<file path="src/design/ple_pkg.sv">
// Package of the positional list engine.
// Holds sizes, operation and status codes, the cell control struct and element helpers.
// No dependencies.
`default_nettype none
package ple_pkg;

    localparam int CAPACITY     = 128;
    localparam int ELEMENT_BITS = 32;

    // Width that holds a list length from zero up to CAPACITY.
    localparam int LEN_W  = $clog2(CAPACITY + 1);
    // Width used for position compares; it covers an 8-bit position and any length.
    localparam int CW     = (LEN_W > 9) ? LEN_W : 9;
    // The read path selects within groups of eight cells, then across groups.
    localparam int GRP    = 8;
    localparam int GRP_W  = 3;
    localparam int NGRP   = (CAPACITY + GRP - 1) / GRP;
    localparam int GH_W   = (NGRP > 1) ? $clog2(NGRP) : 1;

    typedef logic [ELEMENT_BITS-1:0] t_elem;
    typedef logic [CW-1:0]           t_pos;

    typedef enum logic [1:0] {
        FN_INSERT = 2'd0,
        FN_DELETE = 2'd1,
        FN_READ   = 2'd2,
        FN_NONE   = 2'd3
    } t_func;

    typedef enum logic [1:0] {
        ST_OK    = 2'd0,
        ST_RANGE = 2'd1,
        ST_FULL  = 2'd2,
        ST_RSVD  = 2'd3
    } t_status;

    // Control broadcast to every cell of the chain.
    typedef struct packed {
        logic  ins;
        logic  del;
        t_pos  pos0;
        t_elem value;
    } t_cell_ctl;

    // Keep a 32-bit signed input in ELEMENT_BITS bits.
    function automatic t_elem to_elem(input logic [31:0] v);
        return t_elem'(signed'(v));
    endfunction

    // Sign-extend or truncate a stored element to the 32-bit result field.
    function automatic logic [31:0] widen_elem(input t_elem e);
        return 32'(signed'(e));
    endfunction

endpackage
`default_nettype wire

</file>
<file path="src/design/ple_cell.sv">
// One cell of the element chain: holds one list element and trades it with its neighbors.
// Depends on ple_pkg.
`default_nettype none
module ple_cell (
    input  wire logic               i_clk,
    input  wire ple_pkg::t_pos      i_index,
    input  wire ple_pkg::t_cell_ctl i_ctl,
    input  wire ple_pkg::t_elem     i_left,
    input  wire ple_pkg::t_elem     i_right,
    output ple_pkg::t_elem          o_data
);
    import ple_pkg::*;

    t_elem r_data;
    t_elem n_data;

    always_comb begin
        n_data = r_data;
        if (i_ctl.ins) begin
            if (i_index > i_ctl.pos0) begin
                n_data = i_left;
            end else if (i_index == i_ctl.pos0) begin
                n_data = i_ctl.value;
            end
        end else if (i_ctl.del && (i_index >= i_ctl.pos0)) begin
            n_data = i_right;
        end
    end

    always_ff @(posedge i_clk) begin
        r_data <= n_data;
    end

    assign o_data = r_data;

endmodule
`default_nettype wire

</file>
<file path="config.mk">
export PLATFORM = sky130hd
export DESIGN_NAME = ple_cell
export DESIGN_NICKNAME = d
export VERILOG_FILES = /design/src/design/ple_pkg.sv /design/src/design/ple_cell.sv
export SDC_FILE = /design/constraint.sdc
export NUM_CORES = 1
export LEC_CHECK = 0
export ABC_AREA = 1
export BUFFER_PORTS_ARGS = -buffer_cell sky130_fd_sc_hd__clkbuf_2
export CORE_MARGIN = 2
export CORE_UTILIZATION = 44
export CTS_BUF_LIST = sky130_fd_sc_hd__clkbuf_4
export CTS_CLUSTER_DIAMETER = 30
export DETAILED_ROUTE_END_ITERATION = 7
export PLACE_DENSITY_LB_ADDON = 0.05
export SLEW_MARGIN = 20
export SYNTH_ARGS = -nofsm -noshare
export SYNTH_HDL_FRONTEND = slang
export SYNTH_SLANG_ARGS = --single-unit
</file>
<file path="constraint.sdc">
create_clock -name i_clk -period 2.9 [get_ports i_clk]
set_input_delay 0.58 -clock i_clk [delete_from_list [all_inputs] [get_ports i_clk]]
set_output_delay 0.58 -clock i_clk [all_outputs]
set_load 0.01 [all_outputs]
</file>
[Word-level counts from Yosys, hierarchy flattened]
Cells that the tools add are included.
Storage, ports and cells
  register bits after elaboration: 32
  bits of input ports: 117
  output and inout bits: 32
  logic and storage cells: 12
Cells by class
  magnitude comparators: 2
  equality and inequality tests: 2
  mux-type cells: 4
  reduce and logical (&&, ||, !) cells: 3
Operators by type and width (number)
  two-way mux 32 bit: 4
  == test 9 bit: 1
  greater-or-equal comparator 9 bit: 1
  greater-than comparator 9 bit: 1
  != test 3 x 1 -> 1 bit, second input constant: 1
  AND reduction 2 bit: 1
  nonzero test 2 bit: 1
  logical AND 1 bit: 1

[Logic depth before layout (Yosys ltp)]
Gate-level depths: netlist (run 1).
  word-level depth: 4
  gate-level depth with buffers: 13
  gate-level depth less buffers: 12

[Worst setup path before layout (run 1)]
No wires, ideal clock.
  path type: input -> register
  start: input i_ctl[36] (netlist name)
  end: register r_data[0], in the netlist o_data[0] (enable)
  setup time: 0.387 ns
  arrival time: 2.270 ns
  required time: 2.513 ns
  path slack: 0.244 ns
  stages on the path: 9
  path buffers: 1
  path through: inv_1 -> ha_1 -> nand2_1 -> nor2_1 -> nand3_2 -> buf_2 -> nand4_1 -> o21ai_0 -> inv_1
On the way
  longest elaborated chain between the ends: 4
Ends and longest elaborated chain
  from (decl): line ple_cell.sv:7  | input wire ple_pkg::t_cell_ctl i_ctl,
  greater-or-equal comparator 9 bit: line ple_cell.sv:25  | end else if (i_ctl.del && (i_index >= i_ctl.pos0)) begin
  logical AND 1 bit: line ple_cell.sv:25
  nonzero test 2 bit (no source line)
  AND reduction 2 bit (no source line) (*)
  to (signal assigned): line ple_cell.sv:31  | r_data <= n_data;
  to (decl): line ple_cell.sv:14  | t_elem r_data;
Every way passes the cells marked *; elsewhere a longest branch is shown, timed or not.
A chain may end at the register's enable or synchronous reset.

[Worst setup path in the final report (run 1)]
  start: input i_ctl[40] (netlist name)
  end: register r_data[2], in the netlist o_data[2] (data pin)
On the way
  longest elaborated chain between the ends: 3
Ends and longest elaborated chain
  greater-than comparator 9 bit: line ple_cell.sv:20  | if (i_index > i_ctl.pos0) begin
  two-way mux 32 bit: line ple_cell.sv:20
  two-way mux 32 bit: line ple_cell.sv:19  | if (i_ctl.ins) begin
  net n_data[2]: line ple_cell.sv:15  | t_elem n_data;
The timed path passes the listed nets, and every way through them passes these cells.

==> impl_metrics.tcl, run 1 <==
set metrics [dict create \
    outcome "completed" \
    cts_sinks 32 \
    dp_hpwl_um 4480 \
    period_share_pct 71.4 \
    hold_depth 3 \
    totalPowerFinal_mw 1.27 \
    nets 591 \
    final_common_cell "clkbuf_2" \
    ys_seq_area_share_pct 41.8 \
    grt_setup_unrepaired "no" \
    drv_slew 0 \
    max_freq_ghz 0.483 \
    synth_top_area_cell "edfxtp_1" \
    num-fill-cells 500 \
    vdd_drop_max_mv 0.202 \
    critPathLaunchType "input pin" \
    hold_start "i_right[15]" \
    worstSetupPathType "in2reg" \
    drtIter0Drc 147 \
    tns_ns 0 \
    fp.dieW_um 76.3 \
    place_inst 528 \
    path_max_fanout 32 \
    clk_pin_slew_ns 0.09 \
    port_buffers 148 \
    fp.dieArea_um2 5810 \
    cp_common_cell "nand2_1" \
    ys_warn_count 0 \
    path_cells "clkbuf_2 > inv_1 > ha_1 > nand2_2 > inv_2 > a21oi_2 > nand3_4 > nand2_4 > nand2_1 > nand3_1 > nand2_1" \
    setup_viol 0 \
    cts_setup_buffers 0 \
    post-place-ws_ns 0.461 \
    cp_slowest_cell "nand2_4" \
    worstPathArrival_ns 2.16 \
    die-height_um 76.3 \
    finalInstanceArea_um2 3120 \
    grt_max_degree 33 \
    slew_headroom_pct 29.1 \
    cts_buffer_depth 2 \
    critical-path-max-stage-delay_ns 0.35 \
    multi_input_area_um2 935 \
    area_growth_syn_to_layout_pct 35.8 \
    rows 26 \
    grt_first_pass_wirelength_um 9920 \
    wl_um 5870 \
    netlist_instances 320 \
    worstHoldPathType "in2reg" \
    grt_remaining_overflow 0 \
    cts_buffers 5 \
    worstMarginPinSlew_ns 1.06 \
    initial_core_util_pct 45.3 \
    fin_cells 535 \
    drt_pre_antenna_iters 4 \
    fin_util_pct 61.5 \
    ys_top_cells_by_area "edfxtp_1, nand2_1, nand3_1" \
    placed_area_um2 3070 \
    drtAntennaViolNets 0 \
    period_minus_slack_ns 2.07 \
    finalWeightedCongestion 0.782 \
    drive_gt1_share_pct 36.3 \
    cts-root-buf "clkbuf_4" \
    netlist_area_um2 2300 \
    synth.avg_cell_area_um2 7.18 \
    htree_levels 2 \
    drt_drc_violations_left 0 \
    diodes 0 \
    cts_resized 0 \
    grt_pass1_vias 2264 \
    p_leak_nw 1.94 \
    antenna_found_initial 0 \
    critPathRequiredTime_ns 2.98 \
    hold_buffers 0 \
    largest_reg_flops 32 \
    io_pins 149 \
    timing.final.ws_setup_ns 0.828 \
    tritoncts "yes" \
    power_density_nw_per_um2 408 \
    grt_use_total_pct 20.7 \
    final_cell_mix "clkbuf_2, nand2_1, inv_1" \
    num_vias 2422 \
    cp-end-kind "flip-flop" \
    coreArea_um2 5070 \
    hold_viol_final 0 \
    vias_per_cell 4.53 \
    routedWlPerCell_um 11.0 \
    regArea_um2 961 \
    synth_top_area_share_pct 41.8 \
    synth_cell_types 22 \
    syn-num-nets 446 \
    min_to "o_data[15]$_DFFE_PP_" \
    holdWs_ns 0.523 \
    drv_cap 0 \
    ys_ff_latch 32 \
]
[how the worst max path moves through the flow]
| stage | startpoint | endpoint | slack [ns] | cells past startpoint |
|---|---|---|---|---|
| final | i_ctl[40] | o_data[2]$_DFFE_PP_ | 0.83 | 11 |
| after global routing | i_ctl[40] | o_data[10]$_DFFE_PP_ | 0.61 | 11 |
| after CTS | i_ctl[40] | o_data[25]$_DFFE_PP_ | 0.82 | 11 |
| after detailed placement | i_ctl[40] | o_data[2]$_DFFE_PP_ | 0.46 | 11 |
| after global placement | i_ctl[40] | o_data[0]$_DFFE_PP_ | 0.52 | 11 |
| after floorplan | i_ctl[36] | o_data[0]$_DFFE_PP_ | 0.24 | 9 |
[report_power, final]
part	internal (mW)	leakage, nW	total (mW)	switching [mW]
Sequential	0.601	0.301	0.620	0.0195
Combinational	0.175	1.61	0.409	0.234
Clock	0.0986	0.0315	0.244	0.146
[cells in the mapped netlist, drive strengths merged]
master,number
nand2,110
inv,80
buf,10
nand3b,1
nand3,66
edfxtp,32
nor2,2
ha,9
nand4,1
a21oi,2
clkbuf,6
o21ai,1
[layout make-up]
cell class / count / area share (%)
clock buffers: 6 / 1.44
clock inverters: 1 / 0.160
inverters: 80 / 9.63
multi-input cells: 192 / 30.0
flip-flops and latches: 32 / 30.8
well taps: 70 / 2.81
repair buffers: 154 / 25.2
[critical path: cells and delay by family]
family          cells  cell delay, ns
compound gates      1            0.19
fa+ha+maj           1            0.29
buf+inv             3            0.14
simple gates        6            0.94
[routing by layer]
layer / wire length (µm) / vias up / share of wire, % / GRT usage (%)
met5: 0 / - / 0 / 0
met4: 75 / 0 / 1.3 / 6.18
met3: 559 / 6 / 9.5 / 6.16
met2: 2830 / 100 / 48 / 36.5
met1: 2410 / 1046 / 41 / 24.4
li1: - / 1270 / - / -
[kinds of logic after synthesis]
| group | share of synthesized area, % |
|---|---|
| flip-flops | 41.8 |
| AND/OR/NAND/NOR | 35.0 |
| buffers and inverters | 17.5 |
| adder cells (fa/ha/maj) | 4.90 |
| AO/OA/AOI/OAI | 0.817 |
Power figures use the tool's default switching activity.
==> inputs of run 2 (changes only) <==
Clock period 2.9 ns to 2.1 ns, I/O delays scaled along.
==> impl_metrics.tcl, run 2 (synthesis results as in run 1) <==
set metrics [dict create \
    fp.dieW_um 76.3 \
    finalWeightedCongestion 0.809 \
    finalInstanceArea_um2 3300 \
    drtAntennaViolNets 0 \
    drt-met1-wl_um 2360 \
    hold_depth 3 \
    p_sw_mw 0.577 \
    cts_buffers 5 \
    p_leak_nw 1.96 \
    num_vias 2479 \
    grt_pass1_vias 2437 \
    tritoncts "yes" \
    period_minus_slack_ns 1.78 \
    die-height_um 76.3 \
    hold_buffers 0 \
    dp_hpwl_um 4690 \
    htree_levels 2 \
    power_density_nw_per_um2 552 \
    grt_use_total_pct 21.6 \
    setup_viol 0 \
    drtIter0Drc 95 \
    power_frac_seq_pct 47.0 \
    switching_share_pct 31.7 \
    num-fill-cells 499 \
    routed.top_layer "met4" \
    drt_pre_antenna_iters 4 \
    placed_area_um2 3250 \
    slew_headroom_pct 74.9 \
    port_buffers 148 \
    drv_cap 0 \
    antenna_found_initial 0 \
    drive_gt1_share_pct 40.3 \
    cts_sinks 32 \
    drv_slew 0 \
    clk_pin_slew_ns 0.10 \
    grt_first_pass_wirelength_um 10200 \
    drt_drc_violations_left 0 \
    diodes 0 \
    cts_setup_buffers 0 \
    rows 26 \
    p_clk_share_pct 18.6 \
    critPathLaunchType "input pin" \
    regArea_um2 961 \
    grt_remaining_overflow 0 \
    cts-root-buf "clkbuf_4" \
    met3WireLength_um 587 \
    io_pins 149 \
    nets 595 \
    max_freq_ghz 0.562 \
    vias_per_cell 4.60 \
    coreArea_um2 5070 \
    totalPowerFinal_mw 1.82 \
    cp-end-kind "flip-flop" \
    grt_max_degree 33 \
    worstSetupPathType "in2reg" \
    final_cell_mix "clkbuf_2, nand2_1, inv_1" \
    initial_core_util_pct 45.3 \
    combPwrFrac_pct 34.5 \
    multi_input_area_um2 1040 \
    period_share_pct 84.7 \
    wl_um 6060 \
    final_common_cell "clkbuf_2" \
    outcome "completed" \
    cts_buffer_depth 2 \
    p_int_mw 1.24 \
    area_growth_syn_to_layout_pct 43.5 \
    path_max_fanout 32 \
    fp.dieArea_um2 5810 \
    largest_reg_flops 32 \
    routedWlPerCell_um 11.2 \
    worstMarginPinSlew_ns 0.376 \
    worstPathArrival_ns 1.86 \
    critPathRequiredTime_ns 2.18 \
    cts_resized 0 \
    vdd_drop_max_mv 0.272 \
    grt_setup_unrepaired "no" \
    worstHoldPathType "in2reg" \
    routed-wl-met2_um 2970 \
    hold_viol_final 0 \
]
run 2: cell count changes in the layout (fill, tap and decap cells not counted), moves of 3 or more:
| cell | delta |
|---|---|
| buf_12 | +3 |
| inv_1 | -6 |
| ha_4 | +7 |
| ha_1 | -7 |
| inv_2 | +4 |
run 2: final timing paths:
path	from	endpoint	slack [ns]
worst max-delay path	i_ctl[36]	o_data[24]$_DFFE_PP_	0.32
worst min-delay path	i_right[4]	o_data[4]$_DFFE_PP_	0.35
run 2: cell type report:
cell class	count	share of cell area, %
tap	70	2.66
sequential	32	29.1
inverter	80	9.30
clock inverter	1	0.152
clock buffer	6	1.37
multi-input combinational	192	31.5
timing repair buffer	158	25.9
run 2: power by group through the flow:
stage | logic, mW | clock network [mW] | registers [mW]
floorplan | 0.293 | 0 | 0.927
global placement | 0.619 | 0 | 0.869
detailed placement | 0.631 | 0 | 0.871
CTS | 0.633 | 0.350 | 0.856
global route | 0.709 | 0.365 | 0.865
finish | 0.627 | 0.338 | 0.855
run 2: metrics by stage:
| step | worst slack, ns | cells | setup TNS [ns] | util (%) | hold WS [ns] |
|---|---|---|---|---|---|
| 5_1_grt | 0.192 | 539 | 0 | 65.0 | 0.352 |
| 6_report | 0.321 | 539 | 0 | 65.0 | 0.352 |
| 4_1_cts | 0.353 | 539 | 0 | 65.0 | 0.341 |
| 2_1_floorplan | 0.00823 | 320 | 0 | - | 0.606 |
| 3_5_place_dp | -0.00323 | 532 | -0.00323 | 64.0 | 0.696 |
| 3_3_place_gp | 0.0527 | 532 | 0 | 64.0 | 0.693 |
run 2: worst max-delay path, stage by stage:
cell and delay [ns]:
clkbuf_2 0.08, inv_2 0.04, ha_4 0.23, nand2_1 0.10, inv_1 0.04, nand2_1 0.06
nand2_1 0.04, nand2_1 0.11, nand3_4 0.14, nand2_4 0.32, nand2_1 0.10, nand3_1 0.09
nand2_1 0.06
run 2: per-layer routing:
metal,track usage [%],vias up
met5,0,-
met2,39.1,114
met3,6.40,13
li1,-,1276
met1,23.6,1076
met4,8.73,0
==> inputs of run 3 (changes only) <==
Settings changed: CORE_UTILIZATION 44 to 40.
Clock period 2.1 ns to 1.4 ns, I/O delays scaled along.
==> impl_metrics.tcl, run 3 (synthesis results as in run 1) <==
set metrics [dict create \
    path_max_fanout 7 \
    grt_max_degree 22 \
    fp.dieArea_um2 6360 \
    timing.final.ws_setup_ns -0.169 \
    max_freq_ghz 0.637 \
    coreArea_um2 5540 \
    htree_levels 2 \
    grt_use_total_pct 19.8 \
    worstSetupPathType "in2reg" \
    port_buffers 148 \
    vdd_drop_max_mv 0.489 \
    critPathLaunchType "input pin" \
    period_minus_slack_ns 1.57 \
    cts_sinks 32 \
    vias_per_cell 4.64 \
    setup_viol 64 \
    nets 610 \
    finalWeightedCongestion 0.782 \
    hold_buffers 0 \
    io_pins 149 \
    wl_um 6850 \
    dp_hpwl_um 4860 \
    routedWlPerCell_um 12.3 \
    tritoncts "yes" \
    final_cell_mix "clkbuf_2, nand2_1, inv_1" \
    drtIter0Drc 94 \
    num_vias 2584 \
    hold_viol_final 0 \
    worstHoldPathType "in2reg" \
    holdWs_ns 0.216 \
    initial_core_util_pct 41.5 \
    power_density_nw_per_um2 829 \
    grt_remaining_overflow 0 \
    final_common_cell "clkbuf_2" \
    critPathRequiredTime_ns 1.49 \
    worstPathArrival_ns 1.66 \
    largest_reg_flops 32 \
    clk_pin_slew_ns 0.10 \
    cts-root-buf "clkbuf_4" \
    period_share_pct 112 \
    violations "negative setup slack" \
    fp.dieW_um 79.8 \
    hold_depth 3 \
    rows 27 \
    slew_headroom_pct 82.6 \
    post-place-ws_ns -0.469 \
    p_leak_nw 2.27 \
    die-height_um 79.8 \
    drv_slew 0 \
    worstMarginPinSlew_ns 0.261 \
    outcome "finished with violations" \
    grt_first_pass_wirelength_um 9900 \
    cp-end-kind "flip-flop" \
    drt_drc_violations_left 0 \
    cts_buffers 5 \
    cts_buffer_depth 2 \
    area_growth_syn_to_layout_pct 72.9 \
    antenna_found_initial 0 \
    grt_setup_unrepaired "yes" \
    drt_pre_antenna_iters 4 \
    drv_cap 0 \
    diodes 0 \
    grt_pass1_vias 2296 \
    drtAntennaViolNets 0 \
    drive_gt1_share_pct 56.1 \
]
run 3: layout make-up:
| cell class | instances | area (µm²) |
|---|---|---|
| Clock buffer | 6 | 45.0 |
| Clock inverter | 2 | 35.0 |
| Fill cell | 449 | 1570 |
| Inverter | 80 | 329 |
| Multi-Input combinational cell | 192 | 1380 |
| Sequential cell | 32 | 961 |
| Tap cell | 72 | 90.1 |
| Timing Repair Buffer | 173 | 1130 |
run 3: metal layers:
metal	share of wire [%]	vias up	GRT usage, %	routed length (µm)
met5	0	-	0	0
met3	8.6	2	5.43	591
met2	53	111	37.4	3650
met1	38	1160	21.8	2570
met4	0.50	0	4.75	34
li1	-	1311	-	-
run 3: worst paths after layout:
| check | from | to |
|---|---|---|
| max | i_ctl[39] | o_data[16]$_DFFE_PP_ |
| min | i_right[8] | o_data[8]$_DFFE_PP_ |
run 3: worst max-delay path, cell delays in order:
cell,delay [ns]
clkbuf_16,0.12
inv_12,0.03
ha_4,0.25
nand2_4,0.06
nor2_4,0.12
buf_4,0.13
nand3_4,0.08
buf_6,0.14
nand2_8,0.09
clkbuf_16,0.18
nand2_1,0.06
nand3_1,0.07
nand2_1,0.05
run 3: repair_timing:
action | CTS | global route
gates resized for setup | 14 | 76
setup buffers | 6 | 3
pin swaps | 3 | 28
gates cloned | 2 | 3
setup endpoints to repair | 64 | 64
run 3: report_power, final:
group / switching (mW) / internal [mW]
clock network: 0.319 / 0.394
registers: 0.0418 / 1.24
logic: 0.667 / 0.626
run 3: through the flow:
stage / setup TNS (ns) / area (µm²) / util, % / std cells / power, mW
6_report: -8.00 / 3970 / 71.7 / 557 / 3.29
5_1_grt: -11.14 / 3970 / 71.7 / 557 / 3.49
4_1_cts: -4.74 / 3590 / 64.9 / 552 / 3.13
3_5_place_dp: -29.19 / 3370 / 60.8 / 537 / 2.34
3_3_place_gp: -27.62 / 3370 / 60.8 / 537 / 2.32
2_1_floorplan: -21.96 / 2490 / - / 320 / 1.87
